File: src/rtl/core/lik_pkg.sv
// shared types, constants and helper functions for the leg inverse kinematics block
package lik_pkg;

  localparam int LIK_CORDIC_STEPS = 16;
  localparam int ATAN_TAB_LEN     = 24;

  localparam logic [2:0] REG_OFFSET_X     = 3'd0;
  localparam logic [2:0] REG_OFFSET_Y     = 3'd1;
  localparam logic [2:0] REG_OFFSET_Z     = 3'd2;
  localparam logic [2:0] REG_FEMUR_LENGTH = 3'd3;
  localparam logic [2:0] REG_TIBIA_LENGTH = 3'd4;

  localparam logic signed [33:0] ANG_HALF_PI = 34'sd1686629713;

  localparam logic signed [17:0] YAW_LO   = -18'sd25736;
  localparam logic signed [17:0] YAW_HI   = 18'sd25736;
  localparam logic signed [17:0] FEMUR_LO = -18'sd12868;
  localparam logic signed [17:0] FEMUR_HI = 18'sd38604;
  localparam logic signed [17:0] TIBIA_LO = 18'sd0;
  localparam logic signed [17:0] TIBIA_HI = 18'sd25736;

  localparam logic [14:0] LEN_RESET = 15'd256;

  function automatic logic [29:0] atan_q30(input logic [4:0] i);
    logic [29:0] r;
    unique case (i)
      5'd0:  r = 30'd843314857;
      5'd1:  r = 30'd497837830;
      5'd2:  r = 30'd263043837;
      5'd3:  r = 30'd133525159;
      5'd4:  r = 30'd67021687;
      5'd5:  r = 30'd33543516;
      5'd6:  r = 30'd16775851;
      5'd7:  r = 30'd8388437;
      5'd8:  r = 30'd4194283;
      5'd9:  r = 30'd2097149;
      5'd10: r = 30'd1048576;
      5'd11: r = 30'd524288;
      5'd12: r = 30'd262144;
      5'd13: r = 30'd131072;
      5'd14: r = 30'd65536;
      5'd15: r = 30'd32768;
      5'd16: r = 30'd16384;
      5'd17: r = 30'd8192;
      5'd18: r = 30'd4096;
      5'd19: r = 30'd2048;
      5'd20: r = 30'd1024;
      5'd21: r = 30'd512;
      5'd22: r = 30'd256;
      5'd23: r = 30'd128;
      default: r = 30'd0;
    endcase
    return r;
  endfunction

  // round q30 half up to q13 and clamp
  function automatic logic signed [17:0] to_q13(input logic signed [34:0] a,
                                                input logic signed [17:0] lo,
                                                input logic signed [17:0] hi);
    logic signed [35:0] s;
    logic signed [18:0] r;
    s = 36'(a) + 36'sd65536;
    r = 19'(s >>> 17);
    if (r < 19'(lo)) r = 19'(lo);
    if (r > 19'(hi)) r = 19'(hi);
    return 18'(r);
  endfunction

endpackage

File: src/rtl/core/lik_isqrt.sv
// iterative integer square root, one result bit per cycle
module lik_isqrt
  import lik_pkg::*;
(
  input  logic        clk,
  input  logic        rst,
  input  logic        start,
  input  logic [63:0] radicand,
  output logic        done,
  output logic [31:0] root
);

  logic [63:0] v;
  logic [63:0] res;
  logic [63:0] bit_r;
  logic        busy;
  logic [63:0] sum;
  logic [63:0] v_next;
  logic [63:0] res_next;

  always_comb begin
    sum = res + bit_r;
    if (v >= sum) begin
      v_next   = v - sum;
      res_next = (res >> 1) + bit_r;
    end else begin
      v_next   = v;
      res_next = res >> 1;
    end
  end

  always_ff @(posedge clk) begin
    if (rst) begin
      busy <= 1'b0;
      done <= 1'b0;
    end else begin
      done <= 1'b0;
      if (!busy) begin
        if (start) begin
          busy  <= 1'b1;
          v     <= radicand;
          res   <= '0;
          bit_r <= 64'h4000_0000_0000_0000;
        end
      end else begin
        v     <= v_next;
        res   <= res_next;
        bit_r <= bit_r >> 2;
        if (bit_r == 64'd1) begin
          busy <= 1'b0;
          done <= 1'b1;
          root <= res_next[31:0];
        end
      end
    end
  end

endmodule

File: config.mk
export PLATFORM = sky130hd
export DESIGN_NAME = lik_isqrt
export DESIGN_NICKNAME = d
export VERILOG_FILES = /design/src/rtl/core/lik_pkg.sv /design/src/rtl/core/lik_isqrt.sv
export SDC_FILE = /design/constraint.sdc
export NUM_CORES = 1
export LEC_CHECK = 0
export BUFFER_PORTS_ARGS = -buffer_cell sky130_fd_sc_hd__clkbuf_2
export CORE_UTILIZATION = 35
export DETAILED_ROUTE_END_ITERATION = 6
export MAX_ROUTING_LAYER = met4
export PLACE_DENSITY = 0.49
export SYNTH_ARGS = -nofsm -noshare
export SYNTH_HDL_FRONTEND = slang
export SYNTH_SLANG_ARGS = --single-unit
File: constraint.sdc
create_clock -name clk -period 8.45 [get_ports clk]
set_input_delay 0.4225 -clock clk [delete_from_list [all_inputs] [get_ports clk]]
set_output_delay 0.4225 -clock clk [all_outputs]
set_load 0.01 [all_outputs]
==> impl_results.md <==
* CP top delay family: compound AO/OA/AOI/OAI gates
* Synth Cell Area at 16200 µm²
* Worst EP required at 8.70 ns
* Reg area at ~5800 µm²
* Vias per std cell at 5.50
* Reg-to-Reg End: res[57]
* Fin crit share at 0.855
* Outcome: completed
* Multi-input gate area in the final layout at 10000 µm²
* YS warnings at 0
* First-pass GRT wire length at 72.6 mm
* Worst path depth at 23
* CP Class: register to register
* Core area at 45500 µm²
* CTS root buffer: clkbuf_16
* Worst-Skew Late Latency at roughly 0.52 ns
* Die Area at 47200 µm²
* R2R setup slack at 1.23 ns
* Clock sink count at about 190
* Die Height at 217 µm
* Drt total wl at between 40 and 50 mm
* Gr ovfl total at 0
* Peak Freq at about 140 MHz
* Pwr per Cell Area at 211 nW/µm²
* RSZ-0062 raised after global routing: no
* Syn avg cell area at 9.34 µm²
* Critical R2R Launch: res[16]
* Placed cells at 2380
* Main synth FF type: edfxtp_1
* # diodes at 0
* Largest net degree at the start of global routing at 62
* Leak pwr at between 6 and 7 nW
* Nets at 1997
* Worst Setup SP: res[16]
* TritonRoute pass-1 iters at 5
* Pre-CTS WS at 1.25 ns
* Critical path cell sequence: ha_1 -> nand2_1 -> or4_4 -> nor3_1 -> a221o_1 -> a21oi_1 -> o21ai_0 -> a31oi_1 -> a221oi_1 -> a31oi_1 -> xor2_1 -> ha_1 -> and4_1 -> and2_1 -> nand3_1 -> nor4_2 -> nand2_1 -> a31oi_1 -> a211o_1 -> buf_4 -> o21ai_0 -> xor2_1 -> nor2_1
* Post-synthesis async set-or-reset flop share at 0
* Placement row count at between 70 and 80
* Total power at between 3 and 4 mW
* Setup TNS at 0 ns
* Setup violators final at 0
* Seq/Total Area, Yosys at 0.358
* CTS Buffer Depth at 2
* Most frequent cells in the layout: edfxtp_1 (192), nand2_1 (185), a21oi_1 (140), ha_1 (130), nor2_1 (114)
* CP endpoint: res[57]
* Area Growth Syn to Fin at 10.5%
* Buffers added on ports at 99
* Post-synth EDFFs at approximately 190
* CTS tree: done
* Min cycle time layout at around 7.2 ns
* Yosys cell types at 86
* Most Frequent Cell on Critical Path: a31oi_1
* Global placer's final weighted congestion at 0.920
* Total GRT Usage at 0.207
* Max Cap Viol at 0
* Initial core utilization at 0.356
* Slowest Stage Delay on Critical Path at ~0.66 ns
* # DRC at 0
* Initial antenna violation count at 0
* Crit path DAT at 7.47 ns
* Setup crit end kind: register
* Detailed-route via count at roughly 13000
* Max VDD drop at 0.200 mV
* Antenna Nets Post-Route at 0
* IO Pins at 100
* Least-Margin Pin Slew at 0.874 ns
* Die W at ~220 µm
* Layout Cells excl Fill at 2412
* Synthesized net count at 1934
* Hold Crit Class: primary input to register
* CTS Buf Count at 17
* H-tree Lvls at 4
* Hpwl dp at 35.9 mm
* Startpoint Class: register
* Fin util at 0.394
* DR iter-0 viols at 956
* Post-CTS Hold Buffers at 0
* Worst reg-to-reg path cell count at 23
* Clock transition at path regs at 0.10 ns
* Share of cells above drive strength 1 at 0.137
* Number of synthesized register bits at 194
* Setup Fix Bufs, Post-CTS at 0
* Vias in the first global route at 12520
* Buffers & Inverters on Critical Path at 1
* Worst-path fanout max at 19
* Fin Clk Skew at 0.0197 ns
* Max_slew headroom at 0.412
* Slowest CP cell: a211o_1
* Fillers at 4667
* Max Slew Vio Count at 0
* Mean routed wirelength per cell at 19.4 µm
* Gate Count Post-Synth at 1736
* Most common cell after layout, fill and taps aside: edfxtp_1
* Final hold vios at 0
* PnR worst setup slack at 1.23 ns
* Post_cts resized at 0
worst reg2reg max path: cells and delay by family, from the launching register on:
kind	cells	cell delay, ns
simple gates	9	2.23
flops	1	0.54
compound gates	9	2.64
fa+ha+maj	2	0.82
xor+xnor	2	0.38
buf+inv	1	0.33
how the worst min path moves through the flow:
stage                     startpoint         to  cells after the start
final                            rst       done                      2
after global routing             rst       done                      2
after CTS                        rst       done                      2
after detailed placement   bit_r[56]  bit_r[54]                      1
after global placement     bit_r[16]  bit_r[14]                      1
after floorplan                  rst       done                      1
layout make-up:
class                      count  area share
clock buffer                  17      0.0238
clock inverter                15      0.0125
inverter                      31     0.00657
multi-input combinational   1445       0.559
sequential                   194       0.324
tap                          600      0.0419
timing repair buffer         110      0.0323
registers in the layout (all words and copies together) (netlist names):
name / cells
res: 64
busy: 1
v: 64
root: 32
bit_r: 32
done: 1
per-layer routing:
| metal | GRT usage | wire length [µm] | share of wire |
|---|---|---|---|
| met1 | 0.317 | 25200 | 0.54 |
| met2 | 0.276 | 18800 | 0.40 |
| met3 | 0.0355 | 2330 | 0.050 |
| met4 | 0.0479 | 584 | 0.012 |
| met5 | - | 0 | 0 |
metrics by stage:
step | hold WS [ns] | area (µm²)
6_report | 0.200 | 17900
5_1_grt | 0.176 | 17900
4_1_cts | 0.170 | 17900
3_5_place_dp | 0.625 | 17300
3_3_place_gp | 0.608 | 17300
2_1_floorplan | 0.494 | 16200
cells by family (layout without fill, tap and decap cells):
| group | after synthesis | in the layout | synth area share |
|---|---|---|---|
| flops | 194 | 194 | 0.358 |
| xor+xnor | 173 | 173 | 0.0935 |
| buf+inv | 97 | 173 | 0.0257 |
| compound gates | 498 | 498 | 0.201 |
| fa+ha+maj | 131 | 131 | 0.102 |
| mux | 61 | 61 | 0.0419 |
| simple gates | 582 | 582 | 0.178 |
synth_stat cells, types with 3 or more instances:
cell,count,area [µm²]
nor2_1,114,428
a221o_1,3,30.0
o211ai_1,12,90.1
and2_1,77,482
o21bai_1,32,240
a21boi_0,5,37.5
or3_1,5,31.3
buf_6,4,45.0
nand4_1,39,244
nor3b_1,6,45.0
nand2b_1,13,81.3
buf_2,9,45.0
a211oi_1,12,90.1
nand2_1,185,694
xor2_1,86,753
o21ai_1,6,30.0
o21a_1,7,52.6
a31o_2,19,166
edfxtp_1,192,5770
nand3_1,43,215
inv_1,31,116
mux2_2,55,619
xnor2_1,87,762
and4_1,9,78.8
a21oi_2,4,35.0
nor3_1,18,90.1
nor4_1,11,68.8
buf_4,3,22.5
o211a_1,3,30.0
ha_1,130,1630
o21ai_0,92,460
or2_2,5,31.3
and3_1,16,100
a21o_1,49,368
a221oi_1,5,43.8
clkbuf_1,50,188
a31oi_1,63,394
nand4b_1,3,26.3
a21oi_1,141,706
nor2b_1,22,138
or4_1,5,37.5
o31ai_1,4,30.0
mux2i_1,6,60.1
report_power, final:
part | internal, mW | switching (mW)
clock | 0.422 | 0.494
combinational | 0.635 | 0.944
sequential | 1.19 | 0.0993
No activity file was read; power rests on OpenSTA's default activity.
